$ cat src/sv/fisvr_pkg.sv
// Shared types and constants of the face index stream vertex remapper.
`timescale 1ns / 1ps

package fisvr_pkg;

    localparam int MAX_POINTS_DEF = 4096;

    localparam int IDX_W   = 32;
    localparam int OUT_VW  = 12;
    localparam int STAT_W  = 3;
    localparam int VTOT_W  = 13;
    localparam int FTOT_W  = 24;
    localparam int KIND_W  = 2;
    localparam int PCNT_W  = 13;
    localparam int CFG_IW  = 2;
    localparam int CFG_DW  = 13;
    localparam int OUT_DW  = 104;

    localparam logic [IDX_W-1:0]  END_MARK = 32'hFFFF_FFFF;
    localparam logic [FTOT_W-1:0] FACE_SAT = 24'hFF_FFFF;

    // result kinds
    localparam logic [KIND_W-1:0] KIND_VERTEX = 2'd0;
    localparam logic [KIND_W-1:0] KIND_FACE   = 2'd1;
    localparam logic [KIND_W-1:0] KIND_ERROR  = 2'd2;
    localparam logic [KIND_W-1:0] KIND_FINISH = 2'd3;

    // status codes
    localparam logic [STAT_W-1:0] ST_OK       = 3'd0;
    localparam logic [STAT_W-1:0] ST_EMPTY    = 3'd1;
    localparam logic [STAT_W-1:0] ST_TOO_FEW  = 3'd2;
    localparam logic [STAT_W-1:0] ST_TOO_MANY = 3'd3;
    localparam logic [STAT_W-1:0] ST_RANGE    = 3'd4;

    // input ops
    localparam logic OP_INDEX  = 1'b0;
    localparam logic OP_FINISH = 1'b1;

    // configuration register indexes
    localparam logic [CFG_IW-1:0] CFG_POINT_COUNT = 2'd0;
    localparam logic [CFG_IW-1:0] CFG_RANGE_CHECK = 2'd1;

    typedef struct packed {
        logic [KIND_W-1:0] kind;
        logic [OUT_VW-1:0] source_point;
        logic [OUT_VW-1:0] vertex_number;
        logic [OUT_VW-1:0] corner_a;
        logic [OUT_VW-1:0] corner_b;
        logic [OUT_VW-1:0] corner_c;
        logic [STAT_W-1:0] status;
        logic [VTOT_W-1:0] vertex_total;
        logic [FTOT_W-1:0] face_total;
        logic              last_of_run;
    } result_t;

endpackage

$ cat src/sv/fisvr_out_reg.sv
// Output register stage: holds one result item for the master side.
`timescale 1ns / 1ps

module fisvr_out_reg (
    input  logic                           clk,
    input  logic                           rst_n,
    input  logic                           emit_valid,
    input  fisvr_pkg::result_t             emit_res,
    output logic                           slot_free,
    output logic                           m_axis_tvalid,
    input  logic                           m_axis_tready,
    output logic [fisvr_pkg::OUT_DW-1:0]   m_axis_tdata,
    output logic [fisvr_pkg::KIND_W-1:0]   m_axis_tuser,
    output logic                           m_axis_tlast
);

    logic               valid_reg;
    logic               valid_next;
    fisvr_pkg::result_t res_reg;
    logic               load;

    assign slot_free  = !valid_reg || m_axis_tready;
    assign load       = emit_valid && slot_free;

    always_comb
    begin
        valid_next = valid_reg;
        if (load)
        begin
            valid_next = 1'b1;
        end
        else if (m_axis_tready)
        begin
            valid_next = 1'b0;
        end
    end

    always_ff @(posedge clk or negedge rst_n)
    begin
        if (!rst_n)
        begin
            valid_reg <= 1'b0;
        end
        else
        begin
            valid_reg <= valid_next;
        end
    end

    always_ff @(posedge clk)
    begin
        if (load)
        begin
            res_reg <= emit_res;
        end
    end

    assign m_axis_tvalid = valid_reg;
    assign m_axis_tuser  = res_reg.kind;
    assign m_axis_tlast  = res_reg.last_of_run;
    assign m_axis_tdata  = {4'b0000, res_reg.face_total, res_reg.vertex_total,
                            res_reg.status, res_reg.corner_c, res_reg.corner_b,
                            res_reg.corner_a, res_reg.vertex_number,
                            res_reg.source_point};

endmodule

$ cat config.mk
export PLATFORM = sky130hd
export DESIGN_NAME = fisvr_out_reg
export DESIGN_NICKNAME = d
export VERILOG_FILES = /design/src/sv/fisvr_pkg.sv /design/src/sv/fisvr_out_reg.sv
export SDC_FILE = /design/constraint.sdc
export NUM_CORES = 1
export LEC_CHECK = 0
export BUFFER_PORTS_ARGS = -buffer_cell sky130_fd_sc_hd__buf_4
export CORE_MARGIN = 4
export CORE_UTILIZATION = 30
export DETAILED_ROUTE_END_ITERATION = 10
export MAX_ROUTING_LAYER = met4
export PLACE_DENSITY = 0.65
export SYNTH_ARGS = -nofsm -noshare
export SYNTH_HDL_FRONTEND = slang
export SYNTH_SLANG_ARGS = --single-unit
$ cat constraint.sdc
create_clock -name clk -period 3 [get_ports clk]
set_input_delay 0.6 -clock clk [delete_from_list [all_inputs] [get_ports clk]]
set_output_delay 0.6 -clock clk [all_outputs]
set_load 0.02 [all_outputs]
==> flow_summary.yaml <==
status:
  run_status: "completed"
route:
  drt-vias-per-instance: 3.99
  detail-route-antenna-nets: 0
  final_wirelength_um: 7550
  average_wire_per_cell_in_the_routed_design_um: 15.8
  drtPass1Iterations: 4
  vias: 1905
  remaining_drc_errors: 0
  drc_violation_total_after_the_first_tritonroute_iteration: 68
sta:
  finalHoldViolCount: 0
  min_period_ns: 1.64
  final.setup.tns_ns: 0
  fin_worst_skew_ns: 0.0120
  setup-violations-final: 0
  slew_violations: 0
  post-route-period-util_pct: 54.5
  final.hold.worst_slack_ns: 0.419
  rsz0062_at_grt: "no"
  timing.fmax_mhz: 611
setup_path:
  crit_family: "simple AND/OR/NAND/NOR gates"
  crit_path_arrival_time_ns: 1.66
  critPathRequiredTime_ns: 3.03
  worst_setup_path_end_kind: "flop"
  worst_path_cell_chain: "nand2b_4, and2_4, buf_12"
  r2r-end: "m_axis_tdata[46]$_DFFE_PP_"
  critical_path.startpoint_type: "flop"
  criticalPathCategory: "reg -> reg"
  worstRegToRegCells: 3
  rrSetupSlack_ns: 1.36
  largest_incremental_delay_on_the_critical_path_ns: 0.44
  crit_path_max_fanout: 53
  worst-path-buf-inv: 1
  critical_path.slowest_cell: "sky130_fd_sc_hd__and2_4"
  rr_startpoint: "m_axis_tvalid$_DFFE_PN0P_"
  critPathLaunch: "m_axis_tvalid$_DFFE_PN0P_"
clock_tree:
  clockRootBuffer: "sky130_fd_sc_hd__clkbuf_8"
  insertion_delay_ns: 0.35
  cts_max_level: 3
  cts-buffers-inserted: 9
  tritoncts: "done"
  cts.clk_slew.worst_paths_ns: 0.09
  cts_sinks: 104
  max-clock-path-buffers: 2
floorplan:
  fp.dieArea_um2: 12300
  initial_standard_cell_utilization_of_the_core_pct: 30.8
  floorplan.rows: 37
  ios: 216
  core_area_um2: 10300
  die_h_um: 111
  die_w_um: 111
finish:
  num_antenna_cells: 0
  num-fill-cells: 858
  nets: 443
  fin_cells: 477
  area_growth_syn_to_layout_pct: 62.5
  proportion_of_layout_cells_with_a_drive_suffix_above_1_pct: 66.9
grt:
  grt_usage_pct: 12.4
  grt_first_pass_wirelength_um: 11200
  globalRoute.totalOverflow: 0
  maximum_number_of_pins_on_one_net_before_global_route_repair: 54
  initial_antenna_violation_count: 0
  grt_pass1_vias: 2171
place:
  gpl.final_weighted_congestion: 0.706
  port-buffer-count: 211
  dpl.cell_count: 460
min_path:
  worst_hold_path_type: "in -> reg"
  holdPathEnd: "m_axis_tdata[33]$_DFFE_PP_"
  min_from: "emit_res[74]"
  hold_path_cell_cnt: 1
yosys:
  netlist-cell-type-count: 7
  synthCells: 112
  ys.warnings.count: 0
  synth.yosys.seq_area_share_pct: 98.0
  post_synth.cell_area_avg_um2: 28.4
  synthesized_area_um2: 3180
  synth-seq-cells: 104
pwr:
  cellLeakagePower_nw: 2.16
  vdd_drop_max_mv: 0.337
  power_density_nw_per_um2: 582
job:
  drv.max_cap_violation_count: 0
cells by family after synthesis:
logic type	synth area share, %
buf+inv	0.944
flops	98.0
other cells	0.118
simple gates	0.905
stage by stage:
step	total power, mW	setup WS (ns)	util [%]	cell area, µm²
after floorplan	1.89	1.05	-	3190
after global placement	2.12	1.09	47.9	4940
after detailed placement	2.12	1.07	47.9	4940
after CTS	3.05	1.36	50.1	5170
after global routing	3.15	1.30	50.1	5170
final	3.01	1.36	50.1	5170
Yosys cell counts, drive strengths merged:
cell    count  area share [%]
edfxtp    103              97
buf         4            0.94
nand2b      2            0.63
conb        1            0.12
dfrtp       1            0.79
and2        1            0.28
layout make-up:
class	count	area (µm²)	share of cell area (%)
Clock buffer	13	149	2.88
Timing Repair Buffer	214	1620	31.4
Sequential cell	104	3120	60.3
Clock inverter	3	65.1	1.26
Tap cell	136	170	3.29
Multi-Input combinational cell	7	43.8	0.847
worst max-delay path by stage:
| stage | endpoint | slack, ns | cells after the start |
|---|---|---|---|
| after floorplan | m_axis_tdata[0]$_DFFE_PP_ | 1.05 | 2 |
| after CTS | m_axis_tdata[46]$_DFFE_PP_ | 1.36 | 3 |
| after global placement | m_axis_tdata[25]$_DFFE_PP_ | 1.09 | 4 |
| after global routing | m_axis_tdata[46]$_DFFE_PP_ | 1.30 | 3 |
| after detailed placement | m_axis_tdata[46]$_DFFE_PP_ | 1.07 | 4 |
| final | m_axis_tdata[46]$_DFFE_PP_ | 1.36 | 3 |
per-layer routing:
metal	vias up	GRT usage, %	share of wire [%]
met3	11	4.42	10
met2	123	20.4	51
met4	0	6.65	2.3
li1	882	-	-
met5	-	-	0
met1	889	13.0	36
power by group:
group          total [mW]  switching, mW  internal [mW]
registers            1.71         0.0227           1.69
logic               0.369          0.186          0.183
clock network       0.922          0.429          0.493
total                3.01          0.638           2.37
cell usage in the layout, fill, tap and decap left out:
cell type	n
sky130_fd_sc_hd__conb_1	4
sky130_fd_sc_hd__buf_12	1
sky130_fd_sc_hd__clkbuf_8	10
sky130_fd_sc_hd__clkinv_2	1
sky130_fd_sc_hd__dfrtp_1	1
sky130_fd_sc_hd__dlygate4sd3_1	1
sky130_fd_sc_hd__nand2b_4	1
sky130_fd_sc_hd__buf_4	212
sky130_fd_sc_hd__edfxtp_1	103
sky130_fd_sc_hd__clkbuf_1	3
sky130_fd_sc_hd__bufinv_16	2
sky130_fd_sc_hd__and2_4	1
sky130_fd_sc_hd__nand2b_1	1
state kept, by name (all words and copies together), names as in the netlist:
register,cells
m_axis_tuser,2
m_axis_tlast,1
m_axis_tdata,100
m_axis_tvalid,1
repair_timing:
| item | in CTS | in global routing |
|---|---|---|
| hold buffers | 1 | 0 |
| endpoints found under the hold margin | 1 | 0 |
| resized for setup | 0 | 0 |
| buffers inserted | 0 | 0 |
worst reg2reg max path, delay by kind of cell, from the launching register on:
kind | cells | cell delay [ns]
simple gates | 2 | 0.53
buf+inv | 1 | 0.34
flops | 1 | 0.42
Power figures use the tool's default switching activity.
