==> config.mk <==
export PLATFORM = sky130hd
export DESIGN_NAME = fisvr_engine
export DESIGN_NICKNAME = d
export VERILOG_FILES = /design/src/sv/fisvr_pkg.sv /design/src/sv/fisvr_engine.sv
export SDC_FILE = /design/constraint.sdc
export NUM_CORES = 1
export LEC_CHECK = 0
export ABC_AREA = 0
export BUFFER_PORTS_ARGS = -buffer_cell sky130_fd_sc_hd__buf_2
export CORE_MARGIN = 1.5
export CORE_UTILIZATION = 47
export CTS_BUF_LIST = sky130_fd_sc_hd__clkbuf_8
export CTS_CLUSTER_DIAMETER = 120
export DETAILED_ROUTE_END_ITERATION = 10
export PLACE_DENSITY = 0.66
export SYNTH_ARGS = -nofsm -noshare
export SYNTH_HDL_FRONTEND = slang
export SYNTH_SLANG_ARGS = --single-unit
export TNS_END_PERCENT = 30
==> constraint.sdc <==
create_clock -name clk -period 12.85 [get_ports clk]
set_input_delay 0.6425 -clock clk [delete_from_list [all_inputs] [get_ports clk]]
set_output_delay 0.6425 -clock clk [all_outputs]
set_load 0.1 [all_outputs]
==> src/sv/fisvr_pkg.sv <==
// Shared types and constants of the face index stream vertex remapper.
`timescale 1ns / 1ps

package fisvr_pkg;

    localparam int MAX_POINTS_DEF = 4096;

    localparam int IDX_W   = 32;
    localparam int OUT_VW  = 12;
    localparam int STAT_W  = 3;
    localparam int VTOT_W  = 13;
    localparam int FTOT_W  = 24;
    localparam int KIND_W  = 2;
    localparam int PCNT_W  = 13;
    localparam int CFG_IW  = 2;
    localparam int CFG_DW  = 13;
    localparam int OUT_DW  = 104;

    localparam logic [IDX_W-1:0]  END_MARK = 32'hFFFF_FFFF;
    localparam logic [FTOT_W-1:0] FACE_SAT = 24'hFF_FFFF;

    // result kinds
    localparam logic [KIND_W-1:0] KIND_VERTEX = 2'd0;
    localparam logic [KIND_W-1:0] KIND_FACE   = 2'd1;
    localparam logic [KIND_W-1:0] KIND_ERROR  = 2'd2;
    localparam logic [KIND_W-1:0] KIND_FINISH = 2'd3;

    // status codes
    localparam logic [STAT_W-1:0] ST_OK       = 3'd0;
    localparam logic [STAT_W-1:0] ST_EMPTY    = 3'd1;
    localparam logic [STAT_W-1:0] ST_TOO_FEW  = 3'd2;
    localparam logic [STAT_W-1:0] ST_TOO_MANY = 3'd3;
    localparam logic [STAT_W-1:0] ST_RANGE    = 3'd4;

    // input ops
    localparam logic OP_INDEX  = 1'b0;
    localparam logic OP_FINISH = 1'b1;

    // configuration register indexes
    localparam logic [CFG_IW-1:0] CFG_POINT_COUNT = 2'd0;
    localparam logic [CFG_IW-1:0] CFG_RANGE_CHECK = 2'd1;

    typedef struct packed {
        logic [KIND_W-1:0] kind;
        logic [OUT_VW-1:0] source_point;
        logic [OUT_VW-1:0] vertex_number;
        logic [OUT_VW-1:0] corner_a;
        logic [OUT_VW-1:0] corner_b;
        logic [OUT_VW-1:0] corner_c;
        logic [STAT_W-1:0] status;
        logic [VTOT_W-1:0] vertex_total;
        logic [FTOT_W-1:0] face_total;
        logic              last_of_run;
    } result_t;

endpackage

==> src/sv/fisvr_engine.sv <==
// Control engine: corner buffering, face lookup sequence, commit and clear sweep.
`timescale 1ns / 1ps

module fisvr_engine #(
    parameter int MAX_POINTS = 4096,
    parameter int AW         = 12,
    parameter int NVW        = 13
) (
    input  logic                          clk,
    input  logic                          rst_n,
    input  logic                          cfg_valid,
    input  logic [fisvr_pkg::CFG_IW-1:0]  cfg_index,
    input  logic [fisvr_pkg::CFG_DW-1:0]  cfg_data,
    input  logic                          in_valid,
    input  logic                          in_op,
    input  logic [fisvr_pkg::IDX_W-1:0]   in_index,
    output logic                          in_ready,
    output logic [AW-1:0]                 rd_addr,
    input  logic [AW:0]                   rd_data,
    output logic                          wr_en,
    output logic [AW-1:0]                 wr_addr,
    output logic [AW:0]                   wr_data,
    input  logic                          slot_free,
    output logic                          emit_valid,
    output fisvr_pkg::result_t            emit_res
);

    localparam logic [3:0] S_IDLE  = 4'd0;
    localparam logic [3:0] S_RD0   = 4'd1;
    localparam logic [3:0] S_RD1   = 4'd2;
    localparam logic [3:0] S_RD2   = 4'd3;
    localparam logic [3:0] S_EVAL  = 4'd4;
    localparam logic [3:0] S_EMIT  = 4'd5;
    localparam logic [3:0] S_ERR   = 4'd6;
    localparam logic [3:0] S_FIN   = 4'd7;
    localparam logic [3:0] S_CLEAR = 4'd8;

    localparam logic [31:0]   MAXP32   = 32'(MAX_POINTS);
    localparam logic [AW-1:0] CLR_LAST = AW'(MAX_POINTS - 1);

    // control state
    logic [3:0]                     state_reg, state_next;
    logic [AW-1:0]                  clr_reg, clr_next;
    logic [2:0]                     ccount_reg, ccount_next;
    logic [fisvr_pkg::STAT_W-1:0]   err_reg, err_next;
    logic [NVW-1:0]                 nv_reg, nv_next;
    logic [fisvr_pkg::FTOT_W-1:0]   faces_reg, faces_next;
    logic [fisvr_pkg::PCNT_W-1:0]   pc_reg, pc_next;
    logic [1:0]                     e_reg, e_next;

    // payload
    logic [31:0]        c0_reg, c0_next, c1_reg, c1_next, c2_reg, c2_next;
    logic [31:0]        p0_reg, p0_next, p1_reg, p1_next, p2_reg, p2_next;
    logic               k0_reg, k0_next, k1_reg, k1_next;
    logic [AW-1:0]      r0_reg, r0_next, r1_reg, r1_next;
    logic [2:0]         new_reg, new_next;
    logic [NVW-1:0]     v0_reg, v0_next, v1_reg, v1_next, v2_reg, v2_next;
    fisvr_pkg::result_t one_reg, one_next;

    logic               plain;
    logic               busy_face;
    logic               acc;
    logic [31:0]        lim;
    logic               k2;
    logic               ev_err;
    logic               ev_new0, ev_new1, ev_new2;
    logic               eq10, eq20, eq21;
    logic [NVW-1:0]     ev_v0, ev_v1, ev_v2;
    logic               cur_new;
    logic [31:0]        cur_p;
    logic [NVW-1:0]     cur_v;

    function automatic fisvr_pkg::result_t err_res(input logic [fisvr_pkg::STAT_W-1:0] code);
        fisvr_pkg::result_t r;
        r             = '0;
        r.kind        = fisvr_pkg::KIND_ERROR;
        r.status      = code;
        r.last_of_run = 1'b1;
        return r;
    endfunction

    function automatic logic known(input logic [31:0] p, input logic seen);
        return (p < MAXP32) && seen;
    endfunction

    assign plain     = (in_op == fisvr_pkg::OP_INDEX) && (in_index != fisvr_pkg::END_MARK);
    assign busy_face = (state_reg == S_RD0) || (state_reg == S_RD1) || (state_reg == S_RD2)
                    || (state_reg == S_EVAL) || (state_reg == S_EMIT) || (state_reg == S_ERR);
    // plain indices only touch the corner buffer, so they pass while a face is at work
    assign in_ready  = (state_reg == S_IDLE) || (plain && busy_face);
    assign acc       = in_valid && in_ready;

    // evaluation of the three looked-up corners; third read data arrives in S_EVAL
    assign lim     = (32'(pc_reg) < MAXP32) ? 32'(pc_reg) : MAXP32;
    assign k2      = known(p2_reg, rd_data[AW]);
    assign ev_err  = (!k0_reg && (p0_reg >= lim)) || (!k1_reg && (p1_reg >= lim))
                  || (!k2 && (p2_reg >= lim));
    assign eq10    = (p1_reg == p0_reg);
    assign eq20    = (p2_reg == p0_reg);
    assign eq21    = (p2_reg == p1_reg);
    assign ev_new0 = !k0_reg;
    assign ev_new1 = !k1_reg && !eq10;
    assign ev_new2 = !k2 && !eq20 && !eq21;
    assign ev_v0   = k0_reg ? NVW'(r0_reg) : nv_reg;
    assign ev_v1   = k1_reg ? NVW'(r1_reg) : (eq10 ? ev_v0 : nv_reg + NVW'(ev_new0));
    assign ev_v2   = k2 ? NVW'(rd_data[AW-1:0]) :
                     eq20 ? ev_v0 :
                     eq21 ? ev_v1 : nv_reg + NVW'(ev_new0) + NVW'(ev_new1);

    always_comb
    begin
        case (e_reg)
            2'd0:
            begin
                cur_new = new_reg[0];
                cur_p   = p0_reg;
                cur_v   = v0_reg;
            end
            2'd1:
            begin
                cur_new = new_reg[1];
                cur_p   = p1_reg;
                cur_v   = v1_reg;
            end
            2'd2:
            begin
                cur_new = new_reg[2];
                cur_p   = p2_reg;
                cur_v   = v2_reg;
            end
            default:
            begin
                cur_new = 1'b0;
                cur_p   = p0_reg;
                cur_v   = v0_reg;
            end
        endcase
    end

    always_comb
    begin
        state_next  = state_reg;
        clr_next    = clr_reg;
        ccount_next = ccount_reg;
        err_next    = err_reg;
        nv_next     = nv_reg;
        faces_next  = faces_reg;
        pc_next     = pc_reg;
        e_next      = e_reg;
        c0_next     = c0_reg;
        c1_next     = c1_reg;
        c2_next     = c2_reg;
        p0_next     = p0_reg;
        p1_next     = p1_reg;
        p2_next     = p2_reg;
        k0_next     = k0_reg;
        k1_next     = k1_reg;
        r0_next     = r0_reg;
        r1_next     = r1_reg;
        new_next    = new_reg;
        v0_next     = v0_reg;
        v1_next     = v1_reg;
        v2_next     = v2_reg;
        one_next    = one_reg;
        rd_addr     = p0_reg[AW-1:0];
        wr_en       = 1'b0;
        wr_addr     = clr_reg;
        wr_data     = '0;
        emit_valid  = 1'b0;
        emit_res    = '0;

        if (cfg_valid)
        begin
            case (cfg_index)
                fisvr_pkg::CFG_POINT_COUNT: pc_next = cfg_data;
                // out-of-range indexes are flagged either way, so the bit is not kept
                fisvr_pkg::CFG_RANGE_CHECK: ;
                default: ;
            endcase
        end

        if (acc && (in_op == fisvr_pkg::OP_INDEX) && (err_reg == fisvr_pkg::ST_OK))
        begin
            if (pc_reg == '0)
            begin
                err_next   = fisvr_pkg::ST_EMPTY;
                one_next   = err_res(fisvr_pkg::ST_EMPTY);
                state_next = S_ERR;
            end
            else if (plain)
            begin
                case (ccount_reg)
                    3'd0: c0_next = in_index;
                    3'd1: c1_next = in_index;
                    3'd2: c2_next = in_index;
                    default: ;
                endcase
                if (ccount_reg < 3'd4)
                begin
                    ccount_next = ccount_reg + 3'd1;
                end
            end
            else
            begin
                ccount_next = '0;
                if (ccount_reg < 3'd3)
                begin
                    err_next   = fisvr_pkg::ST_TOO_FEW;
                    one_next   = err_res(fisvr_pkg::ST_TOO_FEW);
                    state_next = S_ERR;
                end
                else if (ccount_reg > 3'd3)
                begin
                    err_next   = fisvr_pkg::ST_TOO_MANY;
                    one_next   = err_res(fisvr_pkg::ST_TOO_MANY);
                    state_next = S_ERR;
                end
                else
                begin
                    p0_next    = c0_reg;
                    p1_next    = c1_reg;
                    p2_next    = c2_reg;
                    state_next = S_RD0;
                end
            end
        end

        if (acc && (in_op == fisvr_pkg::OP_FINISH))
        begin
            one_next              = '0;
            one_next.kind         = fisvr_pkg::KIND_FINISH;
            one_next.status       = err_reg;
            one_next.vertex_total = fisvr_pkg::VTOT_W'(nv_reg);
            one_next.face_total   = faces_reg;
            one_next.last_of_run  = 1'b1;
            err_next              = fisvr_pkg::ST_OK;
            nv_next               = '0;
            faces_next            = '0;
            ccount_next           = '0;
            state_next            = S_FIN;
        end

        case (state_reg)
            S_IDLE: ;
            S_RD0:
            begin
                rd_addr    = p0_reg[AW-1:0];
                state_next = S_RD1;
            end
            S_RD1:
            begin
                rd_addr    = p1_reg[AW-1:0];
                k0_next    = known(p0_reg, rd_data[AW]);
                r0_next    = rd_data[AW-1:0];
                state_next = S_RD2;
            end
            S_RD2:
            begin
                rd_addr    = p2_reg[AW-1:0];
                k1_next    = known(p1_reg, rd_data[AW]);
                r1_next    = rd_data[AW-1:0];
                state_next = S_EVAL;
            end
            S_EVAL:
            begin
                if (ev_err)
                begin
                    err_next   = fisvr_pkg::ST_RANGE;
                    one_next   = err_res(fisvr_pkg::ST_RANGE);
                    state_next = S_ERR;
                end
                else
                begin
                    new_next = {ev_new2, ev_new1, ev_new0};
                    v0_next  = ev_v0;
                    v1_next  = ev_v1;
                    v2_next  = ev_v2;
                    nv_next  = nv_reg + NVW'(ev_new0) + NVW'(ev_new1) + NVW'(ev_new2);
                    if (faces_reg != fisvr_pkg::FACE_SAT)
                    begin
                        faces_next = faces_reg + 1'b1;
                    end
                    e_next     = 2'd0;
                    state_next = S_EMIT;
                end
            end
            S_EMIT:
            begin
                if (e_reg != 2'd3)
                begin
                    if (!cur_new)
                    begin
                        e_next = e_reg + 2'd1;
                    end
                    else if (slot_free)
                    begin
                        emit_valid             = 1'b1;
                        emit_res.kind          = fisvr_pkg::KIND_VERTEX;
                        emit_res.source_point  = cur_p[fisvr_pkg::OUT_VW-1:0];
                        emit_res.vertex_number = fisvr_pkg::OUT_VW'(cur_v);
                        wr_en                  = 1'b1;
                        wr_addr                = cur_p[AW-1:0];
                        wr_data                = {1'b1, cur_v[AW-1:0]};
                        e_next                 = e_reg + 2'd1;
                    end
                end
                else if (slot_free)
                begin
                    emit_valid           = 1'b1;
                    emit_res.kind        = fisvr_pkg::KIND_FACE;
                    emit_res.corner_a    = fisvr_pkg::OUT_VW'(v0_reg);
                    emit_res.corner_b    = fisvr_pkg::OUT_VW'(v1_reg);
                    emit_res.corner_c    = fisvr_pkg::OUT_VW'(v2_reg);
                    emit_res.last_of_run = 1'b1;
                    state_next           = S_IDLE;
                end
            end
            S_ERR:
            begin
                if (slot_free)
                begin
                    emit_valid = 1'b1;
                    emit_res   = one_reg;
                    state_next = S_IDLE;
                end
            end
            S_FIN:
            begin
                if (slot_free)
                begin
                    emit_valid = 1'b1;
                    emit_res   = one_reg;
                    clr_next   = '0;
                    state_next = S_CLEAR;
                end
            end
            S_CLEAR:
            begin
                wr_en   = 1'b1;
                wr_addr = clr_reg;
                wr_data = '0;
                if (clr_reg == CLR_LAST)
                begin
                    state_next = S_IDLE;
                end
                else
                begin
                    clr_next = clr_reg + 1'b1;
                end
            end
            default:
            begin
                state_next = S_IDLE;
            end
        endcase
    end

    always_ff @(posedge clk or negedge rst_n)
    begin
        if (!rst_n)
        begin
            state_reg  <= S_CLEAR;
            clr_reg    <= '0;
            ccount_reg <= '0;
            err_reg    <= fisvr_pkg::ST_OK;
            nv_reg     <= '0;
            faces_reg  <= '0;
            pc_reg     <= '0;
            e_reg      <= '0;
        end
        else
        begin
            state_reg  <= state_next;
            clr_reg    <= clr_next;
            ccount_reg <= ccount_next;
            err_reg    <= err_next;
            nv_reg     <= nv_next;
            faces_reg  <= faces_next;
            pc_reg     <= pc_next;
            e_reg      <= e_next;
        end
    end

    always_ff @(posedge clk)
    begin
        c0_reg  <= c0_next;
        c1_reg  <= c1_next;
        c2_reg  <= c2_next;
        p0_reg  <= p0_next;
        p1_reg  <= p1_next;
        p2_reg  <= p2_next;
        k0_reg  <= k0_next;
        k1_reg  <= k1_next;
        r0_reg  <= r0_next;
        r1_reg  <= r1_next;
        new_reg <= new_next;
        v0_reg  <= v0_next;
        v1_reg  <= v1_next;
        v2_reg  <= v2_next;
        one_reg <= one_next;
    end

endmodule

==> results.json <==
{
  "outcome": "complete, no violations",
  "ctsHoldBuffers": 1,
  "power.total_mw": 3.87,
  "clkSinkCount": 434,
  "synth_seq_cells": 434,
  "rr_startpoint": "p0_reg[1]",
  "finalInstanceArea_sq_mm": 0.0232,
  "fin_setup_tns_ps": 0,
  "die_area_sq_mm": 0.0444,
  "synth_ff_type": "edfxtp_1",
  "yosysUniqueCellTypes": 73,
  "io_pins": 209,
  "cts_resized": 0,
  "coreArea_sq_mm": 0.0422,
  "die_w_um": 211,
  "worstMarginPinSlew_ps": 1090,
  "ys_warn_count": 0,
  "yosysMostFrequentCell": "edfxtp_1",
  "antenna_found_initial": 2,
  "synth_top_area_cell": "edfxtp_1",
  "slew_viol_final": 0,
  "hold_class": "in -> reg",
  "dieHeight_um": 211,
  "routedWlPerCell_um": 21.9,
  "startpoint_type": "register",
  "vias": 14909,
  "period_share_pct": 37.7,
  "gp_congestion": 0.961,
  "ff2ff_path_depth": 16,
  "synth_area_sq_mm": 0.0203,
  "num_rows": 75,
  "min_from": "in_index[5]",
  "cts_setup_buffers": 0,
  "fin_nets": 2113,
  "fmax_mhz": 207,
  "crit_family": "simple AND/OR/NAND/NOR gates",
  "cap_violations": 0,
  "maxSlewHeadroom_pct": 27.1,
  "largest_reg_flops": 103,
  "grt_pass1_wl_mm": 85.6,
  "async_flop_share_pct": 17.1,
  "min_to": "c2_reg[5]",
  "grt_pass1_vias": 14671,
  "path_cells": "nor2b_1, nand3_1, or3_2, nor3_1, a21o_1, buf_2",
  "hpwl_mm": 40.4,
  "syn-num-nets": 1898,
  "cp_slowest_stage_delay_ps": 1040,
  "place_area_sq_mm": 0.0218,
  "clkTransAtPathRegs_ps": 60,
  "yosys-top-cells-count": "edfxtp_1 (257), nand2_1 (146), and2_1 (111)",
  "cts-root-buf": "clkbuf_8",
  "cts_max_level": 3,
  "rsz0062_at_grt": "false",
  "power_density_mw_per_mm2": 167,
  "cp_slowest_cell": "dfrtp_1",
  "drive_above_1_share_pct": 18.5,
  "hold_viol_final": 0,
  "numCtsBuffers": 72,
  "reg2reg_slack_ps": 8170,
  "io_buffer_count": 208,
  "synth_top_area_share_pct": 38.1,
  "hold_slack_ps": 217,
  "fillers": 3676,
  "vias_per_cell": 5.77,
  "crit_buf_inv": 1,
  "power_leakage_nw": 9.49,
  "start_util_pct": 48.0,
  "firstDrtPassIters": 5,
  "cp_max_fo": 37,
  "synth_cells": 1776,
  "route.detailed.drc": 0,
  "end_kind": "output pin",
  "drt-total-wl_mm": 56.7,
  "initialDrtViolationCount": 1051,
  "skew_ps": 40.9,
  "area_growth_pct": 14.5,
  "yosysSeqAreaShare_pct": 57.4,
  "timing.rr.end": "nv_reg[12]",
  "ir_drop_mv": 0.151,
  "yosys-top-cells-area": "edfxtp_1 (38%), dfxtp_1 (10%), dfrtp_1 (9.0%), xor2_1 (3.6%), ha_1 (3.5%)",
  "cts_tree": "built",
  "grt_max_degree": 107,
  "path_class": "reg -> out",
  "clock_path_buffers": 3,
  "period_needed_ps": 4840,
  "worstPathArrival_ps": 4200,
  "holdPathStages": 1,
  "clk_latency_ps": 650,
  "grt-ovfl-total": 0,
  "required_ps": 12210,
  "setup_violations": 0,
  "grt.total_usage_pct": 25.5,
  "avgSynthCellArea_sq_um": 11.4,
  "ant_nets": 0,
  "synth_edf_count": 257
}
## how the worst max path moves through the flow
stage,start,endpoint,slack [ps],depth (start not counted)
after floorplan,in_index[6],state_reg[2],3380,8
after global placement,in_index[30],one_reg[63],8140,11
after detailed placement,in_index[31],one_reg[59],8090,11
after CTS,state_reg[0],emit_res[97],8000,6
after global routing,state_reg[0],emit_res[97],7860,6
final,state_reg[0],wr_addr[8],8010,6
## metrics by stage
| stage | util, % | setup slack (ps) | std cells |
|---|---|---|---|
| CTS | 55.0 | 8000 | 2584 |
| global placement | 51.7 | 8140 | 2455 |
| finish | 55.0 | 8010 | 2585 |
| floorplan | - | 3380 | 1776 |
| global route | 55.0 | 7860 | 2585 |
| detailed placement | 51.7 | 8090 | 2455 |
## area by class of cell
cell class,count,area [sq um],share of cell area [%]
Sequential cell,434,11600,50.1
Inverter,38,143,0.614
Tap cell,539,674,2.91
Clock buffer,81,1110,4.80
Multi-Input combinational cell,1211,8150,35.1
Timing Repair Buffer,234,1240,5.35
Clock inverter,47,254,1.09
Antenna cell,1,2.50,0.0108
## power by group
group          switching, mW  leakage, nW  internal, mW  total (mW)
Clock                  0.540        0.799         0.618        1.16
Combinational          0.766         4.56         0.269        1.03
Sequential            0.0990         4.14          1.58        1.68
## layout by cell type (no fill, tap or decap), drive strengths merged, types with 9 or more instances in the layout
master  count
buf       233
a21oi      92
inv        64
and2      113
a21o       65
ha         56
xnor2      54
nand4      49
o21ai      55
nor2       87
a22o       39
mux2i      25
nor3b       9
nand2b     13
dfxtp     103
dfrtp      73
clkbuf     81
edfxtp    257
nand2     146
nand3      49
a221o      11
xor2       84
nor4       42
nor3       49
a221oi     24
mux2       32
clkinv     17
## per-layer routing
metal	up-vias	GRT usage, %	share of wire (%)
met5	-	0	0.023
li1	6975	-	-
met3	128	4.80	5.5
met2	495	43.1	49
met4	2	11.1	4.0
met1	7309	32.1	41
## worst reg2reg max path, delay by kind of cell (launching register included)
| family | cells | cell delay (ps) |
|---|---|---|
| simple gates | 7 | 1810 |
| fa+ha+maj | 2 | 580 |
| buf+inv | 1 | 280 |
| xor+xnor | 2 | 420 |
| compound gates | 4 | 900 |
| flops | 1 | 640 |
## cell families after synthesis
group | after synthesis | share of synthesized area (%)
xor+xnor | 138 | 5.96
simple gates | 614 | 15.9
buf+inv | 131 | 2.56
mux | 57 | 3.01
compound gates | 346 | 11.7
flops | 434 | 57.4
fa+ha+maj | 56 | 3.46
(Power assumes the default switching activity.)
